==> src/cpic_pkg.sv <==
// ----------------------------------------------------------------------------
// cpic_pkg
// Shared types and constants of the counting priority interrupt controller.
// ----------------------------------------------------------------------------
package cpic_pkg;

    // number of interrupt sources, one cell each
    localparam int NUM_SOURCES = 8;
    // width of each pending-request counter
    localparam int COUNT_WIDTH = 8;

    // fixed field widths
    localparam int OP_W        = 2;
    localparam int SRC_W       = 3;
    localparam int VEC_W       = 8;
    localparam int SCOUNT_W    = 4;
    localparam int CFG_DATA_W  = 64;
    localparam int CFG_IDX_W   = 1;

    // transaction operation codes
    typedef enum logic [OP_W-1:0] {
        OP_RAISE   = 2'd0,
        OP_CLEAR   = 2'd1,
        OP_SERVICE = 2'd2
    } op_t;

    // configuration register indexes
    typedef enum logic [CFG_IDX_W-1:0] {
        CFG_SOURCE_COUNT = 1'b0,
        CFG_VECTOR_TABLE = 1'b1
    } cfg_idx_t;

    // per-cell control from the top level
    typedef struct packed {
        logic raise;    // accepted raise on this cell
        logic clear;    // accepted clear on this cell
        logic service;  // accepted service that the cpu takes
        logic active;   // cell is below the source count
        logic drop;     // source count write deactivates this cell
    } cell_ctrl_t;

endpackage

==> src/counting_priority_interrupt_controller.sv <==
// the result of an accepted input transaction is registered and shows in the cycle after it
// throughput: one transaction per cycle while the result side keeps up
// the priority claim ripples combinationally through the chain of eight source cells
// reset: all pending counters, the source count and the vector table clear at once
// ----------------------------------------------------------------------------
// counting_priority_interrupt_controller
// Fixed-priority interrupt controller with a pending counter per source.
// Raise, clear and service transactions act on a chain of source cells; every
// transaction returns one result held in an output register.
// ----------------------------------------------------------------------------
module counting_priority_interrupt_controller (
    input  logic                                clk,
    input  logic                                rst_n,
    // configuration
    input  logic                                cfg_write_en,
    input  logic [cpic_pkg::CFG_IDX_W-1:0]      cfg_index,
    input  logic [cpic_pkg::CFG_DATA_W-1:0]     cfg_data,
    // input channel
    input  logic                                in_valid,
    output logic                                in_ready,
    input  logic [cpic_pkg::OP_W-1:0]           operation,
    input  logic [cpic_pkg::SRC_W-1:0]          source,
    input  logic                                cpu_accepts,
    // result channel
    output logic                                out_valid,
    input  logic                                out_ready,
    output logic                                served,
    output logic [cpic_pkg::SRC_W-1:0]          served_source,
    output logic [cpic_pkg::VEC_W-1:0]          vector
);

    logic [cpic_pkg::SCOUNT_W-1:0]                          source_count_reg;
    logic [cpic_pkg::NUM_SOURCES-1:0][cpic_pkg::VEC_W-1:0]  vector_table_reg;

    logic                                   out_valid_reg;
    logic                                   served_reg;
    logic [cpic_pkg::SRC_W-1:0]             served_source_reg;
    logic [cpic_pkg::VEC_W-1:0]             vector_reg;

    logic                                   in_fire;
    logic                                   do_raise;
    logic                                   do_clear;
    logic                                   do_service;
    logic                                   count_write;

    cpic_pkg::cell_ctrl_t [cpic_pkg::NUM_SOURCES-1:0] cell_ctrl;
    logic [cpic_pkg::NUM_SOURCES:0]         claim;
    logic [cpic_pkg::NUM_SOURCES-1:0]       grant;

    logic                                   served_next;
    logic [cpic_pkg::SRC_W-1:0]             served_source_next;
    logic [cpic_pkg::VEC_W-1:0]             vector_next;

    // handshake: a new transaction enters when the result register frees up
    assign in_ready  = !out_valid_reg || out_ready;
    assign in_fire   = in_valid && in_ready;
    assign out_valid = out_valid_reg;
    assign served        = served_reg;
    assign served_source = served_source_reg;
    assign vector        = vector_reg;

    // operation decode
    always_comb
    begin
        do_raise   = 1'b0;
        do_clear   = 1'b0;
        do_service = 1'b0;
        unique case (operation)
            cpic_pkg::OP_RAISE:   do_raise   = in_fire;
            cpic_pkg::OP_CLEAR:   do_clear   = in_fire;
            cpic_pkg::OP_SERVICE: do_service = in_fire && cpu_accepts;
            default:
            begin
                do_raise   = 1'b0;
                do_clear   = 1'b0;
                do_service = 1'b0;
            end
        endcase
    end

    assign count_write = cfg_write_en && (cfg_index == cpic_pkg::CFG_SOURCE_COUNT);

    // configuration registers
    always_ff @(posedge clk or negedge rst_n)
    begin
        if (!rst_n)
        begin
            source_count_reg <= '0;
            vector_table_reg <= '0;
        end
        else if (cfg_write_en)
        begin
            unique case (cfg_index)
                cpic_pkg::CFG_SOURCE_COUNT:
                    source_count_reg <= cfg_data[cpic_pkg::SCOUNT_W-1:0];
                cpic_pkg::CFG_VECTOR_TABLE:
                    vector_table_reg <= cfg_data;
                default:
                    source_count_reg <= source_count_reg;
            endcase
        end
    end

    // per-cell control, active mask from the stored and the new source count
    always_comb
    begin
        for (int i = 0; i < cpic_pkg::NUM_SOURCES; i++)
        begin
            cell_ctrl[i].raise   = do_raise && (source == cpic_pkg::SRC_W'(i));
            cell_ctrl[i].clear   = do_clear && (source == cpic_pkg::SRC_W'(i));
            cell_ctrl[i].service = do_service;
            cell_ctrl[i].active  = source_count_reg > cpic_pkg::SCOUNT_W'(i);
            cell_ctrl[i].drop    = count_write &&
                !(cfg_data[cpic_pkg::SCOUNT_W-1:0] > cpic_pkg::SCOUNT_W'(i));
        end
    end

    // chain of source cells, lowest index has highest priority
    assign claim[0] = 1'b0;

    for (genvar g = 0; g < cpic_pkg::NUM_SOURCES; g++)
    begin : g_cell
        cpic_cell u_cell (
            .clk       (clk),
            .rst_n     (rst_n),
            .ctrl      (cell_ctrl[g]),
            .claim_in  (claim[g]),
            .claim_out (claim[g+1]),
            .grant     (grant[g])
        );
    end

    // encode the granted source and pick its vector byte
    always_comb
    begin
        served_next        = |grant;
        served_source_next = '0;
        vector_next        = '0;
        for (int i = 0; i < cpic_pkg::NUM_SOURCES; i++)
        begin
            if (grant[i])
            begin
                served_source_next = served_source_next | cpic_pkg::SRC_W'(i);
                vector_next        = vector_next | vector_table_reg[i];
            end
        end
    end

    // result valid
    always_ff @(posedge clk or negedge rst_n)
    begin
        if (!rst_n)
        begin
            out_valid_reg <= 1'b0;
        end
        else if (in_fire)
        begin
            out_valid_reg <= 1'b1;
        end
        else if (out_ready)
        begin
            out_valid_reg <= 1'b0;
        end
    end

    // result payload
    always_ff @(posedge clk)
    begin
        if (in_fire)
        begin
            served_reg        <= served_next;
            served_source_reg <= served_source_next;
            vector_reg        <= vector_next;
        end
    end

    // at most one cell wins a service
    a_grant_onehot: assert property (@(posedge clk) disable iff (!rst_n)
        $onehot0(grant))
        else $error("more than one source granted");

    // a grant only comes from an accepted service the cpu takes
    a_grant_cause: assert property (@(posedge clk) disable iff (!rst_n)
        (|grant) |-> (in_fire && cpu_accepts &&
                      (operation == cpic_pkg::OP_SERVICE)))
        else $error("grant without an accepted service");

    // a refused service yields no interrupt
    a_refused: assert property (@(posedge clk) disable iff (!rst_n)
        (in_fire && !cpu_accepts) |=> (out_valid && !served))
        else $error("interrupt served while cpu refuses");

    // a result without an interrupt carries zero fields
    a_zero_fields: assert property (@(posedge clk) disable iff (!rst_n)
        (out_valid && !served) |-> (served_source == '0 && vector == '0))
        else $error("nonzero fields on an empty result");

endmodule

==> src/cpic_cell.sv <==
// ----------------------------------------------------------------------------
// cpic_cell
// One interrupt source: pending counter with saturating raise, clear and
// service decrement, plus its link in the fixed-priority claim chain.
// ----------------------------------------------------------------------------
module cpic_cell (
    input  logic                                clk,
    input  logic                                rst_n,
    input  cpic_pkg::cell_ctrl_t                ctrl,
    input  logic                                claim_in,
    output logic                                claim_out,
    output logic                                grant
);

    logic [cpic_pkg::COUNT_WIDTH-1:0] count_reg;
    logic [cpic_pkg::COUNT_WIDTH-1:0] count_next;
    logic                             pending;

    // this cell has requests that count for priority
    assign pending   = ctrl.active && (count_reg != '0);
    assign claim_out = claim_in || pending;
    assign grant     = ctrl.service && pending && !claim_in;

    // counter update
    always_comb
    begin
        count_next = count_reg;
        if (ctrl.drop)
        begin
            count_next = '0;
        end
        else if (ctrl.raise && ctrl.active && !(&count_reg))
        begin
            count_next = count_reg + 1'b1;
        end
        else if (ctrl.clear && ctrl.active)
        begin
            count_next = '0;
        end
        else if (grant)
        begin
            count_next = count_reg - 1'b1;
        end
    end

    always_ff @(posedge clk or negedge rst_n)
    begin
        if (!rst_n)
        begin
            count_reg <= '0;
        end
        else
        begin
            count_reg <= count_next;
        end
    end

endmodule
==> config.mk <==
export PLATFORM = sky130hd
export DESIGN_NAME = counting_priority_interrupt_controller
export DESIGN_NICKNAME = d
export VERILOG_FILES = /design/src/cpic_pkg.sv /design/src/counting_priority_interrupt_controller.sv /design/src/cpic_cell.sv
export SDC_FILE = /design/constraint.sdc
export NUM_CORES = 1
export LEC_CHECK = 0
export BUFFER_PORTS_ARGS = -buffer_cell sky130_fd_sc_hd__buf_2
export CAP_MARGIN = 20
export CORE_MARGIN = 4
export CORE_UTILIZATION = 60
export CTS_CLUSTER_SIZE = 20
export DETAILED_ROUTE_END_ITERATION = 12
export PLACE_DENSITY = 0.81
export SLEW_MARGIN = 40
export SYNTH_ARGS = -nofsm -noshare
export SYNTH_HDL_FRONTEND = slang
export SYNTH_SLANG_ARGS = --single-unit
==> constraint.sdc <==
create_clock -name clk -period 3.55 [get_ports clk]
set_clock_uncertainty 0.15 [all_clocks]
set_input_delay 0.71 -clock clk [delete_from_list [all_inputs] [get_ports clk]]
set_output_delay 0.71 -clock clk [all_outputs]
set_load 0.01 [all_outputs]
* Yosys cells after proc, flatten, opt, wreduce, memory -nomap -nowiden
Index checks and enable logic that the tools add are counted.
** Word-level totals
- Latch bits :: 0
- Register bits :: 145
- Bits of input ports :: 76
- Memories :: 0
- RAM bits :: 0
- Word-level logic and storage cells :: 258
- Output and inout port bits :: 14
- Memory bits (read-only) :: 0
** Operators by class
- Shift operators :: 0
- Reduce and logical (&&, ||, !) cells :: 137
- Eq/ne operators :: 9
- Add/subtract/negate cells :: 16
- Multiplexer cells :: 49
- $lt $le $gt $ge :: 16
- Divide/modulo/power cells :: 0
- Bitwise logic cells :: 8
- Multipliers :: 0
** Operators by type and width (count)
- $mux W8 :: 40
- $logic_and A1 B1 Y1 :: 74
- $add A8 B1 Y8 const B :: 8
- $reduce_and A8 Y1 :: 8
- $reduce_bool A8 Y1 :: 8
- $sub A8 B1 Y8 const B :: 8
- $or A8 B8 Y8 :: 7
- $gt A4 B3 Y1 const B :: 8
- $reduce_bool A4 Y1 :: 8
- $logic_not A1 Y1 :: 24
- $gt A4 B1 Y1 const B :: 4
- $gt A4 B2 Y1 const B :: 4
- $eq A3 B3 Y1 const B :: 4
- $reduce_or A8 Y1 :: 1
- $logic_or A1 B1 Y1 :: 7
- $mux W1 :: 7
- $eq A3 B2 Y1 const B :: 2
- $mux W2 :: 2
- $reduce_and A2 Y1 :: 2
- $reduce_or A4 Y1 :: 1
- $eq A3 B1 Y1 const B :: 1
- $logic_not A3 Y1 :: 1
- $eq A2 B1 Y1 const B :: 1
- $eq A2 B2 Y1 const B :: 1
- 4 further kinds :: 4

* Longest topological paths before layout
Gate-level depths: netlist of run 1.
- Depth after elaboration :: 21
- Depth in mapped cells :: 9

* Modules after synthesis
From an unflattened synthesis of run 1, not the netlist that was laid out.
** Unflattened totals
- Cells, all modules :: 1098
- Area total of the unflattened synthesis :: 10231.1 µm²
** By module, submodules not included
- cpic_cell :: area an instance 828.3 µm², seq. area each 200.2 µm², cells an instance 104, times used 8
- counting_priority_interrupt_controller :: area an instance 3604.7 µm², seq. area each 2087.0 µm², cells an instance 266, times used 1

* Least setup slack after synthesis of run 1
No wires, ideal clock.
- Path kind :: input -> register
- From :: in out_ready
- To :: reg vector_reg (netlist bit vector[6]) (data pin)
- Data required time :: 3131 ps
- Stages on the path :: 9
- Path slack :: 736 ps
- Buffers on the path :: 2
- Arrival :: 2395 ps
- Cell sequence :: nor2b_1 > inv_1 > and4_1 > clkbuf_1 > nand3_1 > clkbuf_1 > o221ai_1 > a221oi_1 > o21ai_0
** Between the ends
- Word-level cells in the longest chain between the ends :: 20
- Elaborated cells on any way between the ends :: 34
- Those cells by class :: 9 x mux; 7 x bitwise; 18 x reduce/logical
** RTL lines
- from (decl) :: RTL line counting_priority_interrupt_controller.sv:26 : input logic out_ready,
- $logic_or A1 B1 Y1 (*) :: RTL line counting_priority_interrupt_controller.sv:55 : assign in_ready = !out_valid_reg || out_ready;
- net in_ready :: RTL line counting_priority_interrupt_controller.sv:20 : output logic in_ready,
- $logic_and A1 B1 Y1 (*) :: RTL line counting_priority_interrupt_controller.sv:56 : assign in_fire = in_valid && in_ready;
- $logic_and A1 B1 Y1 (*) :: RTL line counting_priority_interrupt_controller.sv:71 : cpic_pkg::OP_SERVICE: do_service = in_fire && cpu_accepts;
- $mux W1 (*) :: RTL line counting_priority_interrupt_controller.sv:68 : unique case (operation)
- $logic_and A1 B1 Y1 :: RTL line cpic_cell.sv:22 : assign grant = ctrl.service && pending && !claim_in;
- $mux W8 :: RTL line counting_priority_interrupt_controller.sv:141 : if (grant[i])
- $or A8 B8 Y8 :: RTL line counting_priority_interrupt_controller.sv:144 : vector_next = vector_next | vector_table_reg[i];
- [... 6 more ...]
- $mux W8 :: RTL line counting_priority_interrupt_controller.sv:141
- $or A8 B8 Y8 :: RTL line counting_priority_interrupt_controller.sv:144
- $mux W8 :: RTL line counting_priority_interrupt_controller.sv:141
- $or A8 B8 Y8 :: RTL line counting_priority_interrupt_controller.sv:144
- $mux W8 :: RTL line counting_priority_interrupt_controller.sv:141
- $or A8 B8 Y8 :: RTL line counting_priority_interrupt_controller.sv:144
- $mux W8 (*) :: RTL line counting_priority_interrupt_controller.sv:141
- net vector_next (one bit) :: RTL line counting_priority_interrupt_controller.sv:52 : logic [cpic_pkg::VEC_W-1:0] vector_next;
- to (signal assigned) :: RTL line counting_priority_interrupt_controller.sv:173 : vector_reg <= vector_next;
- to (decl) :: RTL line counting_priority_interrupt_controller.sv:38 : logic [cpic_pkg::VEC_W-1:0] vector_reg;
Mark *: on every way through the listed nets, which the timed path passes. The rest lies on a longest branch.
A chain may end at the register's enable or synchronous reset.

* Worst setup path after layout of run 1
- From :: reg source_count_reg[3] (netlist name)
- To :: reg g_cell[4].u_cell.count_reg[1] (netlist name)
** Between the ends
- Word-level cells in the longest chain between the ends :: 8
- Elaborated cells on any way between the ends :: 23
- Those cells by class :: 5 x order compare; 3 x mux; 15 x reduce/logical
** RTL lines
- from (decl) :: RTL line counting_priority_interrupt_controller.sv:32 : logic [cpic_pkg::SCOUNT_W-1:0] source_count_reg;
- from (signal assigned) :: RTL line counting_priority_interrupt_controller.sv:95 : source_count_reg <= cfg_data[cpic_pkg::SCOUNT_W-1:0];
- from (signal assigned) :: RTL line counting_priority_interrupt_controller.sv:99 : source_count_reg <= source_count_reg;
- $gt A4 B1 Y1 :: RTL line counting_priority_interrupt_controller.sv:112 : cell_ctrl[i].active = source_count_reg > cpic_pkg::SCOUNT_W'(i);
- $logic_and A1 B1 Y1 :: RTL line cpic_cell.sv:20 : assign pending = ctrl.active && (count_reg != '0);
- $logic_or A1 B1 Y1 (3 in series) :: RTL line cpic_cell.sv:21 : assign claim_out = claim_in || pending;
- $logic_not A1 Y1 :: RTL line cpic_cell.sv:22
- $logic_and A1 B1 Y1 :: RTL line cpic_cell.sv:22
- $reduce_bool A4 Y1 (no line)
- to (signal assigned) :: RTL line cpic_cell.sv:54 : count_reg <= count_next;
- to (decl) :: RTL line cpic_cell.sv:15 : logic [cpic_pkg::COUNT_WIDTH-1:0] count_reg;
Parallel ways exist; a longest one is shown, timed or not.

==> impl_results.md, run 1 <==
* Post-Layout Cell Count at 1264
* Worst-margin pin slew at 0.858 ns
* R2R setup slack at 0.43 ns
* CP max FO at 16
* Clock Latency Late Sink at 0.44 ns
* Port bufs at 89
* Primary FF master, synth: dfrtp_1
* Final setup fails at 0
* Area Growth Syn to Fin at 13.1%
* HP Class: in2async
* Max-slew violations at 0
* Clock root buffer: clkbuf_16
* Startpoint types: register
* Layout Utilization at 69.5%
* Syn_area_per_cell at 9.51 um^2
* DIE WIDTH at 133 um
* Nets at 1162
* Placed Cells at 1231
* Library cells used by synthesis at 89
* Clock H-tree levels at 4
* Vias in the first global route at 8167
* Starting density of the core at 61.5%
* Post-DP HPWL at 18.6 mm
* DRC Markers at 0
* Worst Path Required at 3.77 ns
* Crit path kind: reg2reg
* Clock sinks at 145
* Number of flops mapped to enable cells by yosys at 12
* Post-CTS sizing at 0
* FMAX at 320 MHz
* Reg area at 0.00369 mm^2
* DR iter-0 viols at 1061
* Synthesized area at 0.00934 mm^2
* CTS buffer count at 17
* Filler Cells Inserted at 1187
* Sequential share of the synthesized area at 39.5%
* Antenna violations before repair at 1
* Ys Warns at 0
* DRT antenna net count at 0
* Critical Path Slowest Stage Cell: a211oi_1
* Final worst-path cycle share at 87.9%
* Die height at 133 um
* PD cells at 586 mW/mm^2
* Multi-input gate area at 0.00523 mm^2
* Share of cells above drive strength 1 at 23.1%
* LEAKAGE at 4.39 nW
* Post-synth net total at 1083
* WP data arrival at 3.34 ns
* Vias/cell at 6.75
* Unrepaired setup endpoints after global routing: no
* Asr flop ratio synth at 91.7%
* Post-CTS Setup Bufs at 0
* Critical path's largest stage delay at 0.73 ns
* I/O pin count at 90
* Worst vdd ir at 369 uV
* Final worst path period need at 3.12 ns
* Clock transition at path regs at 0.07 ns
* Die ar. at 0.0176 mm^2
* Total global routing overflow at 0
* Overall Power at 6.19 mW
* Max Cap Viol at 0
* Outcome: finished, final reports clean
* Hold-fix buffers, CTS at 0
* CTS tree: built
* Setup crit end kind: register
* Register bit total from synthesis at 145
* Largest net degree at the start of global routing at 74
* Synth top area share at 35.6%
* Fin Setup TNS at 0 ns
* Crit-path cells: a211oi_1 -> a21oi_4 -> nor3_1 -> and2_1 -> mux2i_1 -> a22o_1
* Yosys top cell by area: dfrtp_1
* Count of final hold-check violations at 0
* Global-route wire length before repair at 41.5 mm
* Vias post-DR at 8526
* CTS max path bufs at 2
* Wire length per cell at 20.2 um
* FP Rows at 45
* Syn Inst Count at 983
* Core footprint at 0.0152 mm^2
* First-pass DRT Iterations at 5
* Relative slew slack at 42.4%
* Top cells by area, synth: dfrtp_1 36%, mux2_2 8.2%, edfxtp_1 3.9%
* Total length of routed wires at 25.6 mm
* GP Congestion at 0.938
* GRT Overall Usage at 28.9%
-- kinds of logic (layout without fill, tap and decap cells) --
kind of cell,Yosys count,count (layout),synth area share (%)
simple gates,349,349,20.6
compound gates,282,282,22.0
flops,145,145,39.5
buf+inv,96,188,4.69
mux,75,75,8.96
fa+ha+maj,24,24,3.21
xor+xnor,12,12,1.12
other cells,0,1,0
-- cells in the final DEF, fill, tap and decap left out, types with 16 or more instances in the layout --
| master | n |
|---|---|
| or3_1 | 23 |
| nand2_1 | 55 |
| nor2_1 | 68 |
| nand4_1 | 17 |
| dfrtp_1 | 133 |
| o21ai_0 | 45 |
| nor3_1 | 34 |
| inv_1 | 45 |
| ha_1 | 24 |
| clkbuf_16 | 17 |
| nand2b_1 | 17 |
| mux2_2 | 68 |
| buf_4 | 21 |
| a21oi_1 | 48 |
| and3_1 | 16 |
| nand3_1 | 58 |
| buf_2 | 88 |
-- worst paths after layout --
check / cells after the start / endpoint / startpoint
max: 6 / g_cell[4].u_cell.count_reg[1] / source_count_reg[3]
min: 1 / g_cell[1].u_cell.count_reg[5] / rst_n
max reg2reg: 6 / g_cell[4].u_cell.count_reg[1] / source_count_reg[3]
min reg2reg: 1 / vector_table_reg[63] / vector_table_reg[63]
max in group asynchronous: 2 / g_cell[6].u_cell.count_reg[4] / rst_n
min in group clk: 2 / vector_table_reg[29] / cfg_data[29]
-- worst max-delay path: cells and delay by family, from the launching register on --
family          cells  cell delay [ns]
compound gates      3             1.10
simple gates        2             1.02
flops               1             0.52
mux                 1             0.25
-- per-layer routing --
layer / wire (um) / GRT usage, % / vias to the layer above
met4: 688 / 10.2 / 0
li1: - / - / 3952
met1: 10800 / 38.5 / 4092
met3: 1970 / 6.05 / 52
met5: 0 / 0 / -
met2: 12200 / 46.8 / 430
-- power by group --
part / internal, mW / switching, mW
logic: 0.804 / 1.08
clock network: 1.02 / 0.846
registers: 1.99 / 0.448
-- cell type report --
| class | instances | area share (%) |
|---|---|---|
| multi-input cells | 742 | 49.5 |
| flip-flops and latches | 145 | 34.9 |
| diodes | 1 | 0.0237 |
| repair buffers | 111 | 5.96 |
| inverters | 45 | 1.60 |
| clock inverters | 15 | 1.76 |
| well taps | 188 | 2.23 |
| clock buffers | 17 | 4.03 |
-- metrics by stage --
stage          setup WS [ns]  hold WS (ns)  instance area [um^2]
5_1_grt                0.190         0.176                 10600
2_1_floorplan          0.736         0.264                  9340
4_1_cts                0.345         0.163                 10600
6_report               0.429         0.118                 10600
3_5_place_dp           0.335         0.344                  9940
3_3_place_gp           0.513         0.337                  9940
-- cells in the mapped netlist, types with 7 or more instances --
library cell,n
dfrtp_1,133
mux2_2,68
nor2_1,68
nand3_1,58
nand2_1,56
a21oi_1,48
inv_1,45
o21ai_0,45
nor3_1,34
clkbuf_1,24
ha_1,24
or3_1,23
nand2b_1,17
nand4_1,17
and3_1,16
a22oi_1,15
o22ai_1,15
a221oi_1,14
a31oi_1,14
buf_2,14
a211oi_1,13
a32oi_1,13
o221ai_1,13
edfxtp_1,12
o211ai_1,10
nor4_1,9
and2_1,7
(Power assumes the default switching activity.)
==> run 2: changes to the inputs <==
GPL_TIMING_DRIVEN = 0   (was not set)
==> run 2 against run 1 <==
Net effect: clock-buffer cell count is the same; register-to-register slack lost 0.09 ns; hold slack lost 0.13 ns; the flow now finishes with violations (hold timing); power grew 0.61%; final cell count grew 2.2%; sequential power shrank 5%; critical path depth grew 4; largest cell class unchanged; largest power group unchanged; sequential cell count is the same; critical endpoint is now g_cell[2].u_cell.count_reg[7]; sequential share of layout area shrank 0.46 points.
==> impl_results.md, run 2 (synthesis gave the netlist of run 1 again) <==
* Outcome: complete, but fails checks
* Failing checks: hold timing
* Count of final hold-check violations at 20
* Area Growth Syn to Fin at 14.6%
* Comb pwr share at 33.6%
* GP Congestion at 0.916
* Die ar. at 0.0176 mm^2
* Total length of routed wires at 26.7 mm
* Worst Path Required at 3.77 ns
* Switching share of power at 39.1%
* Clock sinks at 145
* DRT antenna net count at 0
* Vias post-DR at 8837
* Clock H-tree levels at 4
* Share of cells above drive strength 1 at 23.1%
* Global-route wire length before repair at 43.4 mm
* Hold-fix buffers, CTS at 0
* Starting density of the core at 61.5%
* CTS max path bufs at 2
* Commonest non-fill, non-tap cell in the layout: dfrtp_1
* R2R Path Start: out_valid
* Max-slew violations at 0
* Clk pwr share at 29.2%
* Vias in the first global route at 8508
* FMAX at 312 MHz
* Crit path from: operation[0]
* Port bufs at 87
* Core footprint at 0.0152 mm^2
* Final worst-path cycle share at 90.4%
* Filler Cells Inserted at 1180
* Final worst path period need at 3.21 ns
* Die height at 133 um
* Unrepaired setup endpoints after global routing: no
* CP Capture Point: g_cell[2].u_cell.count_reg[7]
* Startpoint types: input pin
* I/O pin count at 90
* Overall Power at 6.22 mW
* Final setup fails at 0
* CTS tree: built
* WP data arrival at 3.43 ns
* CP max FO at 10
* Flop pwr share at 37.2%
* Clock Latency Late Sink at 0.45 ns
* HP Class: in2async
* DIE WIDTH at 133 um
* Worst r2r path cells at 9
* DRC Markers at 0
* Dpl ws at -0.257 ns
* Nets at 1191
* Total global routing overflow at 0
* Antenna violations before repair at 0
* Vias/cell at 6.84
* Setup ws final at 0.342 ns
* GRT Overall Usage at 30.5%
* Wire length per cell at 20.7 um
* CTS buffer count at 17
* Post-DP HPWL at 19.2 mm
* ANT cells at 0
* Relative slew slack at 46.5%
* Setup crit end kind: register
* P_int at 3.79 mW
* Fin Hold WS at -0.0151 ns
* Worst vdd ir at 418 uV
* FP Rows at 45
* Clock transition at path regs at 0.07 ns
* Sw Pwr at 2.43 mW
* Max Cap Viol at 0
* Largest net degree at the start of global routing at 54
* R2R setup slack at 0.34 ns
* First-pass DRT Iterations at 8
* FF-to-FF End: vector[6]
* DR iter-0 viols at 893
* Clock root buffer: clkbuf_16
* Crit path kind: in2reg
* PD cells at 581 mW/mm^2
* Worst-margin pin slew at 0.799 ns
* LEAKAGE at 4.46 nW
* Most frequent cells in the layout: 133 x dfrtp_1, 100 x buf_2, 68 x nor2_1, 68 x mux2_2, 58 x nand3_1
run 2: changes by cell type in the layout (fill, tap and decap cells not counted), sizes merged:
cell | before | now
diode | 1 | 0
inv | 54 | 52
bufinv | 1 | 0
clkinv | 4 | 7
clkbuf | 17 | 44
buf | 111 | 113
run 2: layout make-up:
| cell class | instances | area (um^2) | area share [%] |
|---|---|---|---|
| plain buffers | 51 | 270 | 2.52 |
| clock buffers | 17 | 425 | 3.97 |
| clock inverters | 15 | 185 | 1.73 |
| inverters | 45 | 169 | 1.58 |
| multi-input cells | 742 | 5230 | 48.9 |
| flip-flops and latches | 145 | 3690 | 34.5 |
| well taps | 188 | 235 | 2.20 |
| repair buffers | 89 | 500 | 4.68 |
run 2: how the worst min path moves through the flow:
stage / endpoint / slack (ns) / cells past startpoint
finish: g_cell[7].u_cell.count_reg[5] / -0.02 / 1
floorplan: g_cell[0].u_cell.count_reg[0] / 0.26 / 0
CTS: g_cell[7].u_cell.count_reg[5] / 0.005 / 1
global placement: vector_table_reg[12] / 0.34 / 1
detailed placement: vector_table_reg[1] / 0.34 / 1
global route: g_cell[7].u_cell.count_reg[5] / 0.02 / 1
run 2: what timing repair did:
item,in CTS,in global routing
setup endpoints to repair,0,2
gates resized for setup,0,2
buffers inserted,0,0
run 2: metrics by stage:
| stage | cell area (um^2) | setup TNS (ns) | utilization, % | std cells |
|---|---|---|---|---|
| after floorplan | 9340 | 0 | - | 983 |
| after global placement | 10000 | -36.21 | 65.9 | 1258 |
| after detailed placement | 10100 | -1.11 | 66.4 | 1260 |
| after CTS | 10700 | 0 | 70.4 | 1292 |
| after global routing | 10700 | 0 | 70.4 | 1292 |
| final | 10700 | 0 | 70.4 | 1292 |
run 2: critical path, cell delays in order:
cell       delay (ns)
buf_2            0.10
clkbuf_1         0.48
inv_1            0.34
nand3_1          0.27
buf_6            0.20
clkbuf_1         0.54
nor4_1           0.18
a32o_1           0.33
o22ai_1          0.13
o2bb2ai_1        0.14
run 2: metal layers:
metal / vias to the layer above / GRT usage [%] / wire length, um
met3: 96 / 5.59 / 2360
met2: 512 / 48.6 / 12600
met1: 4224 / 40.1 / 10700
met4: 0 / 15.6 / 1130
met5: - / 0 / 0
li1: 4005 / - / -
run 2: power by group through the flow:
stage	logic, mW	registers (mW)	clock network, mW
floorplan	1.55	2.25	0
global placement	1.97	2.32	0
detailed placement	2.03	2.32	0
CTS	2.05	2.30	1.83
global route	2.31	2.36	1.91
finish	2.09	2.31	1.82
